[config.mk]
export PLATFORM = sky130hd
export DESIGN_NAME = lobe_ctrl
export DESIGN_NICKNAME = d
export VERILOG_FILES = /design/src/lobe_pkg.sv /design/src/lobe_ctrl.sv
export SDC_FILE = /design/constraint.sdc
export NUM_CORES = 1
export LEC_CHECK = 0
export BUFFER_PORTS_ARGS = -buffer_cell sky130_fd_sc_hd__buf_2
export CORE_MARGIN = 2
export CORE_UTILIZATION = 35
export CTS_CLUSTER_SIZE = 24
export DETAILED_ROUTE_END_ITERATION = 8
export PLACE_DENSITY = 0.7
export SLEW_MARGIN = 5
export SYNTH_ARGS = -nofsm -noshare
export SYNTH_HDL_FRONTEND = slang
export SYNTH_SLANG_ARGS = --single-unit
[constraint.sdc]
create_clock -name i_clk -period 2.2 [get_ports i_clk]
set_input_delay 0.22 -clock i_clk [delete_from_list [all_inputs] [get_ports i_clk]]
set_output_delay 0.22 -clock i_clk [all_outputs]
set_load 0.05 [all_outputs]
[src/lobe_pkg.sv]
`timescale 1ns / 1ps
package lobe_pkg;
    localparam int LAT_W  = 6;
    localparam int SITE_W = 2 * LAT_W;
    localparam int NSITES = 1 << SITE_W;
    localparam int CNT_W  = 6;
    localparam int BKT_W  = 5;
    localparam int NBKT   = 1 << BKT_W;
    localparam int SIZE_W = SITE_W + 1;
    localparam int MEM_AW = BKT_W + SITE_W;
    localparam int DR_W   = 23;
    localparam int TOT_W  = 18;
    localparam logic [CNT_W-1:0] MAX_PER_SITE = CNT_W'(32);

    typedef enum logic [1:0] {ACT_ADD, ACT_REM, ACT_HOP, ACT_NONE} t_action;
    typedef enum logic [1:0] {ST_DONE, ST_FULL, ST_EMPTY} t_status;

    typedef enum logic [3:0] {
        S_CLR, S_IDLE, S_RS, S_CS, S_CD, S_DEC,
        S_A0, S_A1, S_A2, S_AP1, S_R0, S_R1, S_R2, S_RP1
    } t_state;

    typedef struct packed {
        logic    load;
        logic    clr;
        logic    rd_src;
        logic    rd_dst;
        logic    cap_src;
        logic    cap_dst;
        logic    work_src;
        logic    work_dst;
        logic    d0;
        logic    d1;
        logic    d2;
        logic    p0;
        logic    p1;
        logic    push_add;
        logic    upd_add;
        logic    upd_rem;
        logic    emit;
        t_status st;
    } t_dp_cmd;

    typedef struct packed {
        logic    clr_done;
        t_action act;
        logic    src_zero;
        logic    src_full;
        logic    dst_block;
        logic    w_gt0;
        logic    w_gt1;
    } t_dp_stat;
endpackage

[src/lobe_ctrl.sv]
`timescale 1ns / 1ps
module lobe_ctrl (
    input  logic               i_clk,
    input  logic               i_rst_n,
    input  logic               start,
    input  lobe_pkg::t_dp_stat i_stat,
    output lobe_pkg::t_dp_cmd  o_cmd,
    output logic               busy
);
    import lobe_pkg::*;

    t_state r_state, n_state;

    always_ff @(posedge i_clk) begin
        if (!i_rst_n) begin
            r_state <= S_CLR;
        end else begin
            r_state <= n_state;
        end
    end

    always_comb begin
        n_state = r_state;
        o_cmd   = '0;
        busy    = (r_state != S_IDLE);
        unique case (r_state)
            S_CLR: begin
                o_cmd.clr = 1'b1;
                if (i_stat.clr_done) n_state = S_IDLE;
            end
            S_IDLE: begin
                if (start) begin
                    o_cmd.load = 1'b1;
                    n_state    = S_RS;
                end
            end
            S_RS: begin
                o_cmd.rd_src = 1'b1;
                n_state      = S_CS;
            end
            S_CS: begin
                o_cmd.cap_src = 1'b1;
                if (i_stat.act == ACT_HOP) begin
                    o_cmd.rd_dst = 1'b1;
                    n_state      = S_CD;
                end else begin
                    n_state = S_DEC;
                end
            end
            S_CD: begin
                o_cmd.cap_dst = 1'b1;
                n_state       = S_DEC;
            end
            S_DEC: begin
                n_state = S_IDLE;
                unique case (i_stat.act)
                    ACT_ADD: begin
                        if (i_stat.src_full) begin
                            o_cmd.emit = 1'b1;
                            o_cmd.st   = ST_FULL;
                        end else begin
                            o_cmd.work_src = 1'b1;
                            n_state        = S_A0;
                        end
                    end
                    ACT_REM, ACT_HOP: begin
                        if (i_stat.src_zero) begin
                            o_cmd.emit = 1'b1;
                            o_cmd.st   = ST_EMPTY;
                        end else if (i_stat.act == ACT_HOP && i_stat.dst_block) begin
                            o_cmd.emit = 1'b1;
                            o_cmd.st   = ST_FULL;
                        end else begin
                            o_cmd.work_src = 1'b1;
                            n_state        = S_R0;
                        end
                    end
                    default: begin
                        o_cmd.emit = 1'b1;
                        o_cmd.st   = ST_DONE;
                    end
                endcase
            end
            S_A0: begin
                o_cmd.push_add = 1'b1;
                if (i_stat.w_gt0) begin
                    o_cmd.d0 = 1'b1;
                    n_state  = S_A1;
                end else begin
                    o_cmd.p0 = 1'b1;
                    n_state  = S_AP1;
                end
            end
            S_A1: begin
                o_cmd.d1 = 1'b1;
                n_state  = S_A2;
            end
            S_A2: begin
                o_cmd.push_add = 1'b1;
                o_cmd.d2       = 1'b1;
                o_cmd.p0       = 1'b1;
                n_state        = S_AP1;
            end
            S_AP1: begin
                o_cmd.push_add = 1'b1;
                o_cmd.p1       = 1'b1;
                o_cmd.upd_add  = 1'b1;
                o_cmd.emit     = 1'b1;
                o_cmd.st       = ST_DONE;
                n_state        = S_IDLE;
            end
            S_R0: begin
                o_cmd.d0 = 1'b1;
                n_state  = S_R1;
            end
            S_R1: begin
                o_cmd.d1 = 1'b1;
                n_state  = S_R2;
            end
            S_R2: begin
                o_cmd.d2      = 1'b1;
                o_cmd.upd_rem = 1'b1;
                if (i_stat.w_gt1) begin
                    o_cmd.p0 = 1'b1;
                    n_state  = S_RP1;
                end else if (i_stat.act == ACT_HOP) begin
                    o_cmd.work_dst = 1'b1;
                    n_state        = S_A0;
                end else begin
                    o_cmd.emit = 1'b1;
                    o_cmd.st   = ST_DONE;
                    n_state    = S_IDLE;
                end
            end
            S_RP1: begin
                o_cmd.p1 = 1'b1;
                if (i_stat.act == ACT_HOP) begin
                    o_cmd.work_dst = 1'b1;
                    n_state        = S_A0;
                end else begin
                    o_cmd.emit = 1'b1;
                    o_cmd.st   = ST_DONE;
                    n_state    = S_IDLE;
                end
            end
            default: n_state = S_CLR;
        endcase
    end
endmodule

## After elaboration in Yosys (flattened, before gate mapping)

Index checks and enable logic that the tools add are counted.

- Input bits: 11
- Register bits after elaboration: 4
- Logic and storage cells: 71

- Reductions and logical operators: 9
- Eq/ne operators: 18
- Multiplexer cells: 43

Operator list:

| cell | number |
|---|---|
| $pmux 4 s14 | 1 |
| $eq 4x4->1 const B | 6 |
| $mux 4 | 6 |
| $mux 1 | 21 |
| $mux 3 | 7 |
| $eq 4x3->1 const B | 4 |
| $pmux 3 s4 | 1 |
| $eq 4x2->1 const B | 2 |
| $pmux 4 s2 | 1 |
| $reduce_or 2->1 | 4 |
| $pmux 1 s2 | 3 |
| $pmux 3 s2 | 1 |
| $eq 4x1->1 const B | 1 |
| $logic_not 4->1 | 1 |
| $ne 2x2->1 const B | 2 |
| $ne 4x1->1 const B | 1 |
| $pmux 1 s3 | 1 |
| $reduce_or 3->1 | 1 |
| $eq 2x1->1 const B | 1 |
| $eq 2x2->1 const B | 1 |
| $logic_not 2->1 | 1 |
| $mux 2 | 1 |
| $reduce_and 2->1 | 1 |
| $logic_and 1x1->1 | 1 |

## Depth between registers and ports, before layout

Gate-level depths: netlist (run 1).

- Depth after elaboration: 6
- Gate-level depth with buffers: 7
- Depth with buffers taken out: 6

## Worst setup path after synthesis (run 1)

Ideal clock, no wire load.

- Kind: reg-to-reg
- Start: register r_state[3]
- End: register r_state[0]
- Required time: 1988 ps
- Arrival time: 2410 ps
- Library setup time: 212 ps
- Stages on the path, launching flop included: 4
- Slack: -422 ps
- Clock period less this slack: 2622 ps
- Cells stage by stage: dfxtp_1 > buf_2 > nor4_1 > a221oi_1

- Longest elaborated chain between the ends: 3

Ends and longest elaborated chain:

| item | line | text |
|---|---|---|
| from (decl) | lobe_ctrl.sv:12 | `t_state r_state, n_state;` |
| from (signal assigned) | lobe_ctrl.sv:18 | `r_state <= n_state;` |
| $eq 4x1->1 or $logic_not 4->1 (tied branches) | lobe_ctrl.sv:26 | `unique case (r_state)` |
| $ne 2x2->1 (no line) | - |  |
| $reduce_and 2->1 (no line) | - |  |

Several ways; a longest one is shown, not always the timed one.
A chain may end at the register's enable or synchronous reset.

==> results of run 1 <==
==> power by group through the flow <==
stage / clock network, mW / logic (mW) / registers, mW
5_1_grt: 0.100 / 0.187 / 0.0890
4_1_cts: 0.0940 / 0.173 / 0.0880
3_3_place_gp: 0 / 0.169 / 0.0892
6_report: 0.0899 / 0.173 / 0.0884
3_5_place_dp: 0 / 0.172 / 0.0892
2_1_floorplan: 0 / 0.141 / 0.0813
==> synth_stat cells (2+ instances only) <==
cell / number
nand2b_1: 6
buf_2: 3
nor2_1: 9
o21a_1: 2
nor2b_1: 7
a211oi_1: 2
and3_1: 2
inv_1: 6
nor4_1: 3
a32oi_1: 2
ha_1: 3
clkbuf_1: 2
o21ai_0: 3
dfxtp_1: 4
a21oi_1: 6
nand2_1: 13
nor3_1: 5
buf_6: 2
==> layout make-up <==
class,instances,area (µm²)
Clock buffer,3,22.52
Fill cell,204,895.9
Multi-Input combinational cell,81,531.8
Tap cell,25,31.28
Inverter,6,22.52
Sequential cell,4,80.08
Timing Repair Buffer,34,180.2
==> final timing paths <==
| kind | endpoint | start | cells after the start |
|---|---|---|---|
| hold / removal | r_state[3]$_SDFFE_PN0P_ | i_rst_n | 2 |
| setup reg to reg | r_state[0]$_SDFFE_PN0P_ | r_state[1]$_SDFFE_PN0P_ | 5 |
| hold reg to reg | r_state[0]$_SDFFE_PN0P_ | r_state[2]$_SDFFE_PN0P_ | 4 |
| setup / recovery | o_cmd[12] | r_state[1]$_SDFFE_PN0P_ | 3 |
==> kinds of logic after synthesis <==
logic type | count (synthesis) | synth area share
AOI/OAI and AO/OA | 25 | 0.2763
adders and majority gates | 3 | 0.05640
buffers and inverters | 14 | 0.1071
DFF | 4 | 0.1203
muxes | 2 | 0.03195
and+or+nand+nor | 51 | 0.4079
==> per-stage QoR <==
| step | power (mW) | setup TNS (ns) |
|---|---|---|
| 5_1_grt | 0.3761 | 0 |
| 3_5_place_dp | 0.2610 | 0 |
| 4_1_cts | 0.3545 | 0 |
| 6_report | 0.3518 | 0 |
| 2_1_floorplan | 0.2219 | -0.007022 |
| 3_3_place_gp | 0.2586 | 0 |
==> metal layers <==
layer	vias up	GRT usage
met1	369	0.2270
met4	0	0.07568
li1	413	-
met5	-	0
met2	41	0.2676
met3	2	0.04151
==> critical path, cell delays in order (launching register included) <==
cell and delay (ns):
dfxtp_1 0.45, or4_4 0.60, a21oi_1 0.23, buf_2 0.32
==> summary.md, run 1 <==
| Metric | Value |
|---|---|
| Status | finished, final reports clean |
| Sequential share of the synthesized area | 0.1203 |
| Hold/Removal Path Class | in2reg |
| Routed vias/inst | 5.392 |
| Total track usage | 0.1724 |
| Row cnt | 15 |
| GRT overflow | 0 |
| Count of final setup violators | 0 |
| Yosys reg bits | 4 |
| Initial Utilization | 0.3773 |
| CTS tree | done |
| Cts bufs inserted | 3 |
| Post-CTS sizing | 0 |
| Comb pwr share | 0.493 |
| Syn_area_per_cell | 6.724 µm² |
| Rel. slew slack | 0.6690 |
| Nets | 144 |
| Slew @ Worst Pin | 0.4958 ns |
| Period Utilization, post-route | 0.9346 |
| Post-route antenna net violation count | 0 |
| Post-route cell area | 868.3 µm² |
| CTS clk-pin slew, worst paths | 0.04 ns |
| Placed cell area | 845.8 µm² |
| Longest Clk Path Bufs | 2 |
| CORE AREA | 1764 µm² |
| M1 WL | 826 µm |
| Vias in the first global route | 666 |
| Post-synth cell types | 37 |
| Commonest non-fill, non-tap cell in the layout | buf_2 |
| Buffer count from post-CTS setup fixing | 0 |
| Routed Wire Length | 1.834 mm |
| Area leader, netlist | dfxtp_1 |
| Synth Warn # | 0 |
| Max_cap viols | 0 |
| Die H | 47.61 µm |
| Share of cells above drive strength 1 | 0.3438 |
| Pwr Density | 405.1 nW/µm² |
| First drt pass iteration count | 4 |
| Reg power frac | 0.251 |
| Initial antenna violation count | 0 |
| Clock power share | 0.256 |
| Initial detailed-routing violation count | 15 |
| Post-DR wirelength/cell | 11.99 µm |
| Worst-Skew Late Latency | 0.23 ns |
| Cts-stage hold buffer count | 0 |
| R2r setup slk | 0.29 ns |
| Metal2 WL | 850 µm |
| ANT cells | 0 |
| Top_reg_cell synth | dfxtp_1 |
| Clock sinks | 4 |
| Maximum VDD drop | 401.5 µV |
| Final setup margin | 0.1440 ns |
| Root Buffer | clkbuf_4 |
| Min cycle time layout | 2.056 ns |
| DRC viols | 0 |
| Async set-reset flop share out of synthesis | 0 |
| First-pass GRT wire length | 2.794 mm |
| Cells after DPL | 150 |
| Worst setup SP type | flop |
| Post-layout util | 0.4922 |
| Synthesized net count | 113 |
| Total Die Area | 2267 µm² |
| Fmax | 486.4 MHz |
| Largest cells by area after synthesis | dfxtp_1, nand2_1, nor2b_1 |
| Die Span X | 47.61 µm |
| Crit path capture type | primary output |
| I/O pins | 31 |
| Number of synthesized flops with an enable pin | 0 |
| Highest routed layer | met4 |
| Most frequent cells in the layout | buf_2, nand2_1, nor2_1 |
| Largest net degree at the start of global routing | 19 |
| Largest register by flop count | r_state |
| Hpwl dp | 1.441 mm |
| Sw frac | 0.4319 |
| CP Data Required Time | 1.98 ns |
| DR WL met3 | 139 µm |
| RSZ-0062 raised after global routing | false |
| Synth-to-Final Area Change | 30.45% |
| Htree depth | 1 |
| Vias | 825 |
| Setup Skew | 0.0002063 ns |
| Max reg flops | 4 |
| Synthesized cell area | 665.6 µm² |
| Final Non-Filler Cells | 153 |
| Crit path max fanout | 14 |
| Pre-CTS setup slack | 0.3550 ns |
| Worst hold slack | 0.2339 ns |
| Int Pwr | 0.1998 mW |
| NetSw | 0.1520 mW |
| Area share of the largest cell type after synthesis | 0.1203 |
| Routability cong. | 0.8822 |
| Critical Path AT | 1.84 ns |
| IO buf count | 30 |
| Largest registers | r_state (4) |
| Synthesized instance count | 99 |
| Fin. max-slew vios | 0 |
| Final number of hold-violating endpoints | 0 |
| Leakage power | 0.4209 nW |
| Crit path kind | reg2out |
No activity file was read; power rests on OpenSTA's default activity.
==> run 2, diff against run 1 <==
--- a/config.mk
+++ b/config.mk
@@ -6,7 +6,6 @@
 export NUM_CORES = 1
 export LEC_CHECK = 0
 export BUFFER_PORTS_ARGS = -buffer_cell sky130_fd_sc_hd__buf_2
-export CORE_MARGIN = 2
 export CORE_UTILIZATION = 35
 export CTS_CLUSTER_SIZE = 24
 export DETAILED_ROUTE_END_ITERATION = 8
==> summary.md, run 2 (synthesis results as in run 1) <==
| Metric | Value |
|---|---|
| Status | finished, final reports clean (unchanged) |
| Most frequent cells in the layout | buf_2, nand2_1, nor2_1 (unchanged) |
| Filler cells | 186 (was 204) |
| Maximum VDD drop | 307.9 µV (was 401.5 µV) |
| Htree depth | 1 (unchanged) |
| Routability cong. | 0.8540 (was 0.8822) |
| Sw frac | 0.4257 (was 0.4319) |
| Max_cap viols | 0 (unchanged) |
| Buffer count from post-CTS setup fixing | 0 (unchanged) |
| Crit path max fanout | 9 (was 14) |
| Cts bufs inserted | 3 (unchanged) |
| GR Util met2 | 0.3114 (was 0.2676) |
| Vias | 810 (was 825) |
| Initial detailed-routing violation count | 21 (was 15) |
| Worst-Skew Late Latency | 0.23 ns (about the same) |
| Total Die Area | 2080 µm² (was 2267 µm²) |
| Largest net degree at the start of global routing | 18 (was 19) |
| Max reg flops | 4 (unchanged) |
| Largest register by flop count | r_state (unchanged) |
| Crit path kind | reg2out (unchanged) |
| Setup Skew | 0.004321 ns (was 0.0002063 ns) |
| First drt pass iteration count | 4 (unchanged) |
| Reg2Reg Depth | 5 (unchanged) |
| Clock power share | 0.252 (was 0.256) |
| Fmax | 493.8 MHz (was 486.4 MHz) |
| Grt met3 use | 0.01190 (was 0.04151) |
| Register area | 80.08 µm² (unchanged) |
| Worst setup SP type | flop (unchanged) |
| CTS clk-pin slew, worst paths | 0.04 ns (about the same) |
| CORE AREA | 1745 µm² (was 1764 µm²) |
| Die H | 45.61 µm (was 47.61 µm) |
| M1 GR Usage | 0.2262 (was 0.2270) |
| GR peak layer | met2 (unchanged) |
| Count of final setup violators | 0 (unchanged) |
| Reg power frac | 0.257 (was 0.251) |
| Final Non-Filler Cells | 153 (unchanged) |
| RSZ-0062 raised after global routing | false (unchanged) |
| Routed Wire Length | 1.755 mm (was 1.834 mm) |
| First-pass GRT wire length | 2.760 mm (was 2.794 mm) |
| Total track usage | 0.1768 (was 0.1724) |
| GRT overflow | 0 (unchanged) |
| Final setup margin | 0.1749 ns (was 0.1440 ns) |
| RR Startpoint | r_state[1]$_SDFFE_PN0P_ (unchanged) |
| Critical Path End | o_cmd[12] (unchanged) |
| Hpwl dp | 1.364 mm (was 1.441 mm) |
| Row cnt | 15 (unchanged) |
| CTS tree | done (unchanged) |
| Area of the multi-input gates | 531.8 µm² (unchanged) |
| Routed vias/inst | 5.294 (was 5.392) |
| Pre-CTS setup slack | 0.4374 ns (was 0.3550 ns) |
| I/O pins | 31 (unchanged) |
| Pwr Density | 400.4 nW/µm² (was 405.1 nW/µm²) |
| Share of cells above drive strength 1 | 0.3438 (unchanged) |
| Min cycle time layout | 2.025 ns (was 2.056 ns) |
| Initial Utilization | 0.3814 (was 0.3773) |
| IO buf count | 30 (unchanged) |
| Post-DR wirelength/cell | 11.47 µm (was 11.99 µm) |
| Initial antenna violation count | 0 (unchanged) |
| Hold/Removal Path Class | in2reg (unchanged) |
| Final number of hold-violating endpoints | 0 (unchanged) |
| R2r setup slk | 0.45 ns (was 0.29 ns) |
| Die Span X | 45.61 µm (was 47.61 µm) |
| CP Data Required Time | 1.98 ns (about the same) |
| Commonest non-fill, non-tap cell in the layout | buf_2 (unchanged) |
| Leakage power | 0.4209 nW (unchanged) |
| Rel. slew slack | 0.6934 (was 0.6690) |
| Worst setup path startpoint | r_state[2]$_SDFFE_PN0P_ (was r_state[1]$_SDFFE_PN0P_) |
| Synth-to-Final Area Change | 30.45% (unchanged) |
| Longest Clk Path Bufs | 2 (unchanged) |
| Post-layout util | 0.4975 (was 0.4922) |
| Worst R2R End | r_state[1]$_SDFFE_PN0P_ (was r_state[0]$_SDFFE_PN0P_) |
| Largest registers | r_state (4) (unchanged) |
| Fin. max-slew vios | 0 (unchanged) |
| Post-CTS sizing | 0 (unchanged) |
| DRC viols | 0 (unchanged) |
| Root Buffer | clkbuf_4 (unchanged) |
| NetSw | 0.1480 mW (was 0.1520 mW) |
| Post-route antenna net violation count | 0 (unchanged) |
| ANT cells | 0 (unchanged) |
| Nets | 144 (unchanged) |
| Crit path capture type | primary output (unchanged) |
| Int Pwr | 0.1997 mW (was 0.1998 mW) |
| Worst hold slack | 0.2317 ns (was 0.2339 ns) |
| Vias in the first global route | 674 (was 666) |
| Comb pwr share | 0.491 (was 0.493) |
| Cts-stage hold buffer count | 0 (unchanged) |
| Slew @ Worst Pin | 0.4593 ns (was 0.4958 ns) |
| Clock sinks | 4 (unchanged) |
| Period Utilization, post-route | 0.9205 (was 0.9346) |
| Cells after DPL | 150 (unchanged) |
| Critical Path AT | 1.81 ns (was 1.84 ns) |
run 2: cell counts in the layout (fill, tap and decap cells not counted):
Identical to the previous run, type by type.
run 2: metal layers:
metal  wire, µm  up-vias
li1           -      412
met1        820      370
met2        850       26
met5          0        -
met3         79        2
met4          5        0
run 2: worst max-delay path: stages, from the launching register on:
cell     delay [ns]
dfxtp_1        0.53
nand2_4        0.10
or4_4          0.45
a21oi_1        0.19
buf_2          0.30
run 2: through the flow:
| stage | power (mW) | TNS [ns] | instance area [µm²] |
|---|---|---|---|
| floorplan | 0.2219 | -0.007022 | 683.2 |
| finish | 0.3477 | 0 | 868.3 |
| global placement | 0.2584 | 0 | 845.8 |
| CTS | 0.3518 | 0 | 868.3 |
| detailed placement | 0.2605 | 0 | 845.8 |
| global route | 0.3695 | 0 | 868.3 |
run 2: worst min-delay path by stage:
stage	cells past startpoint	slack, ns	endpoint	from
after floorplan	1	0.34	r_state[3]$_SDFFE_PN0P_	i_rst_n
after global routing	2	0.25	r_state[3]$_SDFFE_PN0P_	i_rst_n
after CTS	2	0.23	r_state[3]$_SDFFE_PN0P_	i_rst_n
after detailed placement	2	0.47	r_state[3]$_SDFFE_PN0P_	i_rst_n
after global placement	2	0.47	r_state[3]$_SDFFE_PN0P_	i_rst_n
final	2	0.23	r_state[3]$_SDFFE_PN0P_	i_rst_n
run 2: power groups by stage:
stage	clock [mW]	combinational, mW	sequential, mW
2_1_floorplan	0	0.141	0.0813
3_3_place_gp	0	0.168	0.0899
3_5_place_dp	0	0.170	0.0901
4_1_cts	0.0915	0.171	0.0891
5_1_grt	0.0923	0.187	0.0904
6_report	0.0876	0.171	0.0893
run 2: area by class of cell:
cell class,instances,share of cell area
clock buffer,3,0.02594
timing repair buffer,34,0.2075
inverter,6,0.02594
tap,25,0.03602
multi-input combinational,81,0.6124
sequential,4,0.09222
